==> config.mk <==
export PLATFORM = sky130hd
export DESIGN_NAME = ssem_stored_program_core_unit
export DESIGN_NICKNAME = d
export VERILOG_FILES = /design/src/rtl/core/ssem_pkg.sv /design/src/rtl/core/ssem_ram.sv /design/src/rtl/core/ssem_stored_program_core_unit.sv
export SDC_FILE = /design/constraint.sdc
export NUM_CORES = 2
export LEC_CHECK = 0
export BUFFER_PORTS_ARGS = -buffer_cell sky130_fd_sc_hd__buf_2
export CORE_MARGIN = 10
export CORE_UTILIZATION = 56
export DETAILED_ROUTE_END_ITERATION = 16
export HOLD_SLACK_MARGIN = 0.02
export PLACE_DENSITY = 0.76
export SYNTH_ARGS = -nofsm -noshare
export SYNTH_HDL_FRONTEND = slang
export SYNTH_SLANG_ARGS = --single-unit
==> constraint.sdc <==
create_clock -name clock -period 7.1 [get_ports clock]
set_clock_uncertainty 0.15 [all_clocks]
set_input_delay 0 -clock clock [delete_from_list [all_inputs] [get_ports clock]]
set_output_delay 0 -clock clock [all_outputs]
set_load 0.02 [all_outputs]
==> src/rtl/core/ssem_pkg.sv <==
package ssem_pkg;

   localparam int STORE_LINES = 32;
   localparam int WORD_W      = 32;

   // Request beat layout.
   localparam int FUNC_W     = 2;
   localparam int LINE_W     = 5;
   localparam int REQ_DATA_W = 40;
   localparam int REQ_PAD_W  = REQ_DATA_W - LINE_W - WORD_W;

   // Response beat layout.
   localparam int RSP_DATA_W = 136;
   localparam int RSP_PAD_W  = RSP_DATA_W - 4 * WORD_W - 1;

   // Request selector codes.
   localparam logic [FUNC_W-1:0] FUNC_STEP  = 2'd0;
   localparam logic [FUNC_W-1:0] FUNC_WRITE = 2'd1;
   localparam logic [FUNC_W-1:0] FUNC_READ  = 2'd2;

   // Instruction fields.
   localparam int OPC_LSB = 13;
   localparam int OPC_W   = 3;

   localparam logic [OPC_W-1:0] OPC_JMP   = 3'd0;
   localparam logic [OPC_W-1:0] OPC_JRP   = 3'd1;
   localparam logic [OPC_W-1:0] OPC_LDN   = 3'd2;
   localparam logic [OPC_W-1:0] OPC_STO   = 3'd3;
   localparam logic [OPC_W-1:0] OPC_SUB_A = 3'd4;
   localparam logic [OPC_W-1:0] OPC_SUB_B = 3'd5;
   localparam logic [OPC_W-1:0] OPC_CMP   = 3'd6;
   localparam logic [OPC_W-1:0] OPC_STP   = 3'd7;

endpackage

==> src/rtl/core/ssem_ram.sv <==
module ssem_ram #(
   parameter int WIDTH = ssem_pkg::WORD_W,
   parameter int DEPTH = ssem_pkg::STORE_LINES
) (
   input  logic                     clock,
   input  logic                     wr_en,
   input  logic [$clog2(DEPTH)-1:0] wr_addr,
   input  logic [WIDTH-1:0]         wr_data,
   input  logic                     rd_en,
   input  logic [$clog2(DEPTH)-1:0] rd_addr,
   output logic [WIDTH-1:0]         rd_data
);

   logic [WIDTH-1:0] mem_ff [DEPTH];
   logic [WIDTH-1:0] rd_data_ff;

   always_ff @(posedge clock) begin
      if (wr_en) begin
         mem_ff[wr_addr] <= wr_data;
      end
      if (rd_en) begin
         rd_data_ff <= mem_ff[rd_addr];
      end
   end

   assign rd_data = rd_data_ff;

endmodule

==> src/rtl/core/ssem_stored_program_core_unit.sv <==
// Small stored-program core with a 32-line store, an accumulator, a control
// counter, a present-instruction register and a halt flag.
// The request channel (req_) carries one beat per command: req_tuser selects
// a step, a store write or a store read, and req_tdata holds the line address
// and the word to write. Every request beat yields exactly one response beat
// on the rsp_ channel carrying the read word (zero unless a read), the
// accumulator, the control counter, the present instruction and the halt flag.
// Requests are taken one at a time; req_tready is high only while the
// sequencer is idle. The response is registered in the response state, which
// comes after the last sequencer step: a write or an unused code goes straight
// to it, a read passes one registered store read first, and a step passes a
// fetch read and an operand read, then executes through the single shared
// 32-bit adder. A step while halted goes straight to the response state. These
// steps are set by the store's single read port and its registered read data.
// If the receiver stalls, the response holds in the output register and the
// sequencer waits in its response state until the register is free, so a new
// request may be accepted while the previous response still waits.
// Reset (synchronous, active high) clears the machine registers and the
// response valid flag, and marks every store line as unwritten; unwritten
// lines read as zero, so the store looks cleared at once with no clearing pass.
module ssem_stored_program_core_unit #(
   parameter int STORE_LINES = ssem_pkg::STORE_LINES
) (
   input  logic                                clock,
   input  logic                                reset,
   // req_tdata fields from bit 0: line_address[4:0], write_word[36:5], zero pad.
   input  logic [ssem_pkg::REQ_DATA_W-1:0]     req_tdata,
   // req_tuser fields from bit 0: func[1:0].
   input  logic [ssem_pkg::FUNC_W-1:0]         req_tuser,
   input  logic                                req_tvalid,
   output logic                                req_tready,
   // rsp_tdata fields from bit 0: read_word[31:0], accumulator_value[63:32],
   // counter_value[95:64], fetched_word[127:96], is_halted[128], zero pad.
   output logic [ssem_pkg::RSP_DATA_W-1:0]     rsp_tdata,
   output logic                                rsp_tvalid,
   input  logic                                rsp_tready
);

   localparam int AW = $clog2(STORE_LINES);
   localparam int W  = ssem_pkg::WORD_W;

   localparam logic [2:0] S_IDLE  = 3'd0;
   localparam logic [2:0] S_READ  = 3'd1;
   localparam logic [2:0] S_FETCH = 3'd2;
   localparam logic [2:0] S_EXEC  = 3'd3;
   localparam logic [2:0] S_RESP  = 3'd4;

   logic [2:0]             state_ff, state_in;
   logic [W-1:0]           acc_ff, acc_in;
   logic [W-1:0]           cc_ff, cc_in;
   logic [W-1:0]           pi_ff, pi_in;
   logic                   halt_ff, halt_in;
   logic [W-1:0]           rd_ff, rd_in;
   logic [STORE_LINES-1:0] valid_ff, valid_in;
   logic                   rvalid_ff, rvalid_in;
   logic [ssem_pkg::RSP_DATA_W-1:0] rsp_tdata_ff, rsp_tdata_in;
   logic                   rsp_tvalid_ff, rsp_tvalid_in;

   logic [ssem_pkg::FUNC_W-1:0] req_func;
   logic [AW-1:0]          req_line;
   logic [W-1:0]           req_word;
   logic                   req_fire;

   logic                   ram_wr_en, ram_rd_en;
   logic [AW-1:0]          ram_wr_addr, ram_rd_addr;
   logic [W-1:0]           ram_wr_data, ram_rd_data;
   logic [W-1:0]           mem_word;

   logic [W-1:0]           alu_a, alu_b, alu_sum;
   logic                   alu_cin;
   logic [ssem_pkg::OPC_W-1:0] opc;
   logic                   out_free;

   assign req_func = req_tuser;
   assign req_line = req_tdata[AW-1:0];
   assign req_word = req_tdata[ssem_pkg::LINE_W +: W];
   assign req_tready = (state_ff == S_IDLE);
   assign req_fire = req_tvalid && req_tready;

   // Lines never written since reset read as zero.
   assign mem_word = rvalid_ff ? ram_rd_data : '0;
   assign opc = pi_ff[ssem_pkg::OPC_LSB +: ssem_pkg::OPC_W];
   assign out_free = !rsp_tvalid_ff || rsp_tready;

   // The one shared adder: increments, relative jumps and subtractions
   // (subtraction as add of the inverted operand with carry in).
   assign alu_sum = alu_a + alu_b + {{(W-1){1'b0}}, alu_cin};

   ssem_ram #(
      .WIDTH(W),
      .DEPTH(STORE_LINES)
   ) u_store (
      .clock   (clock),
      .wr_en   (ram_wr_en),
      .wr_addr (ram_wr_addr),
      .wr_data (ram_wr_data),
      .rd_en   (ram_rd_en),
      .rd_addr (ram_rd_addr),
      .rd_data (ram_rd_data)
   );

   always_comb begin
      state_in      = state_ff;
      acc_in        = acc_ff;
      cc_in         = cc_ff;
      pi_in         = pi_ff;
      halt_in       = halt_ff;
      rd_in         = rd_ff;
      valid_in      = valid_ff;
      rvalid_in     = rvalid_ff;
      rsp_tdata_in  = rsp_tdata_ff;
      rsp_tvalid_in = rsp_tvalid_ff && !rsp_tready;
      ram_wr_en     = 1'b0;
      ram_wr_addr   = req_line;
      ram_wr_data   = req_word;
      ram_rd_en     = 1'b0;
      ram_rd_addr   = req_line;
      alu_a         = cc_ff;
      alu_b         = '0;
      alu_cin       = 1'b0;

      unique case (state_ff)
         S_IDLE: begin
            if (req_fire) begin
               rd_in    = '0;
               state_in = S_RESP;
               unique case (req_func)
                  ssem_pkg::FUNC_STEP: begin
                     if (!halt_ff) begin
                        alu_cin     = 1'b1;
                        cc_in       = alu_sum;
                        ram_rd_en   = 1'b1;
                        ram_rd_addr = alu_sum[AW-1:0];
                        rvalid_in   = valid_ff[alu_sum[AW-1:0]];
                        state_in    = S_FETCH;
                     end
                  end
                  ssem_pkg::FUNC_WRITE: begin
                     ram_wr_en          = 1'b1;
                     valid_in[req_line] = 1'b1;
                  end
                  ssem_pkg::FUNC_READ: begin
                     ram_rd_en = 1'b1;
                     rvalid_in = valid_ff[req_line];
                     state_in  = S_READ;
                  end
                  default: begin
                  end
               endcase
            end
         end
         S_READ: begin
            rd_in    = mem_word;
            state_in = S_RESP;
         end
         S_FETCH: begin
            pi_in       = mem_word;
            ram_rd_en   = 1'b1;
            ram_rd_addr = mem_word[AW-1:0];
            rvalid_in   = valid_ff[mem_word[AW-1:0]];
            state_in    = S_EXEC;
         end
         S_EXEC: begin
            unique case (opc) inside
               ssem_pkg::OPC_JMP: begin
                  cc_in = mem_word;
               end
               ssem_pkg::OPC_JRP: begin
                  alu_b = mem_word;
                  cc_in = alu_sum;
               end
               ssem_pkg::OPC_LDN: begin
                  alu_a   = '0;
                  alu_b   = ~mem_word;
                  alu_cin = 1'b1;
                  acc_in  = alu_sum;
               end
               ssem_pkg::OPC_STO: begin
                  ram_wr_en               = 1'b1;
                  ram_wr_addr             = pi_ff[AW-1:0];
                  ram_wr_data             = acc_ff;
                  valid_in[pi_ff[AW-1:0]] = 1'b1;
               end
               ssem_pkg::OPC_SUB_A, ssem_pkg::OPC_SUB_B: begin
                  alu_a   = acc_ff;
                  alu_b   = ~mem_word;
                  alu_cin = 1'b1;
                  acc_in  = alu_sum;
               end
               ssem_pkg::OPC_CMP: begin
                  // Skip the next instruction when the accumulator is negative.
                  alu_cin = acc_ff[W-1];
                  cc_in   = alu_sum;
               end
               default: begin
                  halt_in = 1'b1;
               end
            endcase
            state_in = S_RESP;
         end
         S_RESP: begin
            if (out_free) begin
               rsp_tdata_in  = {{ssem_pkg::RSP_PAD_W{1'b0}}, halt_ff, pi_ff, cc_ff,
                                acc_ff, rd_ff};
               rsp_tvalid_in = 1'b1;
               state_in      = S_IDLE;
            end
         end
         default: begin
            state_in = S_IDLE;
         end
      endcase
   end

   always_ff @(posedge clock) begin
      if (reset) begin
         state_ff      <= S_IDLE;
         acc_ff        <= '0;
         cc_ff         <= '0;
         pi_ff         <= '0;
         halt_ff       <= 1'b0;
         valid_ff      <= '0;
         rvalid_ff     <= 1'b0;
         rsp_tvalid_ff <= 1'b0;
      end else begin
         state_ff      <= state_in;
         acc_ff        <= acc_in;
         cc_ff         <= cc_in;
         pi_ff         <= pi_in;
         halt_ff       <= halt_in;
         valid_ff      <= valid_in;
         rvalid_ff     <= rvalid_in;
         rsp_tvalid_ff <= rsp_tvalid_in;
      end
   end

   always_ff @(posedge clock) begin
      rd_ff        <= rd_in;
      rsp_tdata_ff <= rsp_tdata_in;
   end

   assign rsp_tdata  = rsp_tdata_ff;
   assign rsp_tvalid = rsp_tvalid_ff;

endmodule

==> summary.txt <==
outcome: complete, no violations
number of DRC violations after detailed-routing iteration 0: 6099
I/O pin count: 184
via density per instance: 6.42
CTS H-tree lvls: 4
floorplan core area: 0.0984 mm^2
final cell count without fillers: 6002
number of sinks handled by clock tree synthesis: 1351
DR vias: 38500
Die H: 335 um
number of cells on the worst hold path: 2
area of all placed cells without fillers: 0.0626 mm^2
sequential fraction of design power: 51.2%
global routing usage summed across all routing layers: 27.1%
# port buffers: 173
setup tns final: 0 ps
DRC viols: 0
layout cells sized above 1: 12.3%
proportion of power drawn by the clock network: 39.3%
area of the mapped netlist: 0.0556 mm^2
Worst setup startpoint: pi_ff[15]
Arr. time, crit path: 6190 ps
final clock period utilization by the worst path: 81.3%
number of nets at the end of the flow: 4679
startpoint of the worst register-to-register path: pi_ff[15]
total congestion overflow: 0
setup repair after global routing missed its margin: false
most area-consuming cells after synthesis: sky130_fd_sc_hd__edfxtp_1 66%, sky130_fd_sc_hd__nand2_1 7.8%, sky130_fd_sc_hd__dfxtp_1 4.8%, sky130_fd_sc_hd__nand3_1 2.1%, sky130_fd_sc_hd__nor2_1 2.0%
most instantiated library cell after synthesis: sky130_fd_sc_hd__edfxtp_1
relative slew slack: 9.93%
global-route wire length before repair: 230 mm
register bit count reported by yosys: 1351
number of enable-type register cells in the synthesized netlist: 1217
number of buffers created by CTS: 135
number of nets still failing antenna checks after routing: 0
detailed-router iteration count before antenna repair: 8
Switching Power: 0.00424 W
worst path required time: 7520 ps
min-delay worst type: in -> reg
number of endpoints failing setup at the final stage: 0
area post-placement: 0.0579 mm^2
Setup crit end: u_store.rd_data[5]
number of pins with negative max-slew slack in the final report: 0
clock-pin slew reported for the worst setup and hold paths after clock tree synthesis: 60 ps
Die ar.: 0.112 mm^2
worst slew pin tran: 1350 ps
cell internal power dissipation: 0.0131 W
Leakage Power: 21.9 nW
Setup crit start kind: register
Post-Synthesis Mean Instance Area: 12.5 um^2
instance count of the mapped netlist: 4462
commonest register cell after synthesis: sky130_fd_sc_hd__edfxtp_1
share of synthesized flip-flops with an asynchronous set or reset: 0%
Inst Count DP: 5705
number of global-route vias before repair: 36200
power density relative to cell area: 277 mW/mm^2
top cells by count, synth: 1217 x sky130_fd_sc_hd__edfxtp_1, 1149 x sky130_fd_sc_hd__nand2_1, 298 x sky130_fd_sc_hd__nor2_1, 228 x sky130_fd_sc_hd__nand3_1, 175 x sky130_fd_sc_hd__clkbuf_1
CTS tree: built
floorplan die width: 335 um
Core Rows: 115
number of max-cap violations: 0
largest net degree at the start of global routing: 127
clk buf depth: 3
total half-perimeter wirelength after legalization and detailed placement: 90.0 mm
routed length per placed instance: 26.0 um
Power, Total: 0.0173 W
gpl congestion: 0.916
synth-to-layout area growth: 12.5%
clock latency reported for the late side of the worst-skew pair: 740 ps
number of antenna violations at the first check in global routing: 2
wire length reported by the detailed router: 156 mm
highest clock frequency the design can meet: 173 MHz
part of the power in combinational logic: 9.5%
reg-to-reg slack, setup: 1330 ps
type of the worst setup path: reg -> reg
endpoint class of the critical path: register
cells on worst reg2reg path: 16
switching portion of total power: 24.5%
Critical R2R Capture: u_store.rd_data[5]
sequential element share of the synthesized area: 70.5%
maximum vdd ir drop: 0.236 mV
final critical delay including setup and external delays: 5770 ps
Max FO, Critical Path: 107
cell type with the highest aggregate area in the netlist: sky130_fd_sc_hd__edfxtp_1
Initial Util: 56.5%
Distinct cells, synth: 75
CTS Root Buffer Type: sky130_fd_sc_hd__clkbuf_16
final count of hold timing violations: 0
Yosys top cell area share: 65.7%
count of warnings emitted by yosys: 0
==> flip-flops by register name, summed over array words and instances, names as in the netlist <==
signal	flops
cc_ff	32
halt_ff	1
u_store.rd_data	32
rsp_tdata	129
valid_ff	32
pi_ff	32
rsp_tvalid	1
acc_ff	32
rvalid_ff	1
state_ff	3
rd_ff	32
u_store.mem_ff	1024
==> worst max-delay path, cell delays in order, from the launching register on <==
cell                       delay, ps
sky130_fd_sc_hd__dfxtp_1         530
sky130_fd_sc_hd__nand2b_1        160
sky130_fd_sc_hd__o21a_1          320
sky130_fd_sc_hd__nand2b_2        370
sky130_fd_sc_hd__a22o_1          280
sky130_fd_sc_hd__fa_1            430
sky130_fd_sc_hd__inv_1           110
sky130_fd_sc_hd__fa_1            650
sky130_fd_sc_hd__and3_1          270
sky130_fd_sc_hd__o21ai_0         350
sky130_fd_sc_hd__and2_4          590
sky130_fd_sc_hd__buf_12          450
sky130_fd_sc_hd__nand2_1         100
sky130_fd_sc_hd__and3_1          170
sky130_fd_sc_hd__a31oi_1         150
sky130_fd_sc_hd__a32oi_1         160
sky130_fd_sc_hd__nand4_1         220
==> worst min-delay path by stage <==
stage | startpoint | to | slack, ps
after floorplan | reset | acc_ff[29] | 40
after global placement | req_tuser[1] | state_ff[0] | 200
after detailed placement | req_tuser[1] | state_ff[0] | 200
after CTS | req_tdata[13] | u_store.mem_ff[11][8] | 30
after global routing | req_tdata[13] | u_store.mem_ff[11][8] | 60
final | req_tdata[19] | u_store.mem_ff[25][14] | 70
==> kinds of logic (layout without fill, tap and decap cells) <==
group           Yosys count  count (layout)  synth area share (%)
simple gates           1968            1968                  15.2
fa+ha+maj                32              32                 0.747
buf+inv                 328             573                  2.69
xor+xnor                 24              24                 0.378
flops                  1351            1351                  70.5
mux                      68              68                  1.86
compound gates          690             690                  8.63
other cells               1               9               0.00674
==> power groups by stage <==
| stage | registers (W) | clock network, W | logic [W] |
|---|---|---|---|
| global route | 0.00886 | 0.00714 | 0.00177 |
| floorplan | 0.00903 | 0 | 0.00105 |
| finish | 0.00886 | 0.00681 | 0.00165 |
| detailed placement | 0.00903 | 0 | 0.00159 |
| global placement | 0.00902 | 0 | 0.00156 |
| CTS | 0.00886 | 0.00684 | 0.00162 |
==> per-layer routing <==
layer	vias up	track usage (%)	routed length (um)
li1	16700	-	-
met1	18800	37.5	58300
met2	2677	41.6	71300
met3	361	5.86	20700
met4	0	10.8	5890
met5	-	0	0
==> layout make-up <==
cell class,count,area (um^2)
Antenna cell,2,5.00
Inverter,14,52.6
Tap cell,1287,1610
Clock buffer,182,3700
Multi-Input combinational cell,2789,15300
Timing Repair Buffer,310,2210
Clock inverter,67,490
Fill cell,6985,35800
Sequential cell,1351,39200
==> through the flow <==
step                utilization (%)  setup slack, ps  hold slack (ps)
floorplan                         -              134             36.8
global placement               58.8             1520              200
detailed placement             58.8             1470              198
CTS                            63.6             1440             29.5
global route                   63.6             1090             64.1
finish                         63.6             1330             74.6
==> layout by cell type (no fill, tap or decap), types with 16 or more instances in the layout <==
master / count
sky130_fd_sc_hd__mux2_2: 35
sky130_fd_sc_hd__a311oi_1: 94
sky130_fd_sc_hd__and3_1: 160
sky130_fd_sc_hd__nand3_1: 227
sky130_fd_sc_hd__dlygate4sd3_1: 46
sky130_fd_sc_hd__mux4_2: 25
sky130_fd_sc_hd__buf_2: 172
sky130_fd_sc_hd__a211oi_1: 53
sky130_fd_sc_hd__ha_1: 30
sky130_fd_sc_hd__nand2_1: 1147
sky130_fd_sc_hd__nor2_1: 259
sky130_fd_sc_hd__o22ai_1: 31
sky130_fd_sc_hd__a32oi_1: 61
sky130_fd_sc_hd__o21ai_0: 55
sky130_fd_sc_hd__o21bai_1: 35
sky130_fd_sc_hd__dfxtp_1: 133
sky130_fd_sc_hd__a21o_1: 17
sky130_fd_sc_hd__edfxtp_1: 1217
sky130_fd_sc_hd__a31oi_1: 104
sky130_fd_sc_hd__nor2_4: 37
sky130_fd_sc_hd__nor3_1: 19
sky130_fd_sc_hd__a21oi_1: 155
sky130_fd_sc_hd__buf_12: 16
sky130_fd_sc_hd__nand4_1: 36
sky130_fd_sc_hd__clkbuf_1: 38
sky130_fd_sc_hd__buf_4: 76
sky130_fd_sc_hd__clkinv_1: 24
sky130_fd_sc_hd__clkbuf_16: 140
sky130_fd_sc_hd__clkinv_2: 24
sky130_fd_sc_hd__a22o_1: 31
==> repair_timing <==
| item | 4_1_cts | 5_1_grt |
|---|---|---|
| resized for setup | 0 | 0 |
| hold buffers | 46 | 0 |
| setup buffers | 0 | 0 |
| hold endpoints to repair | 1064 | 0 |
(Power assumes the default switching activity.)
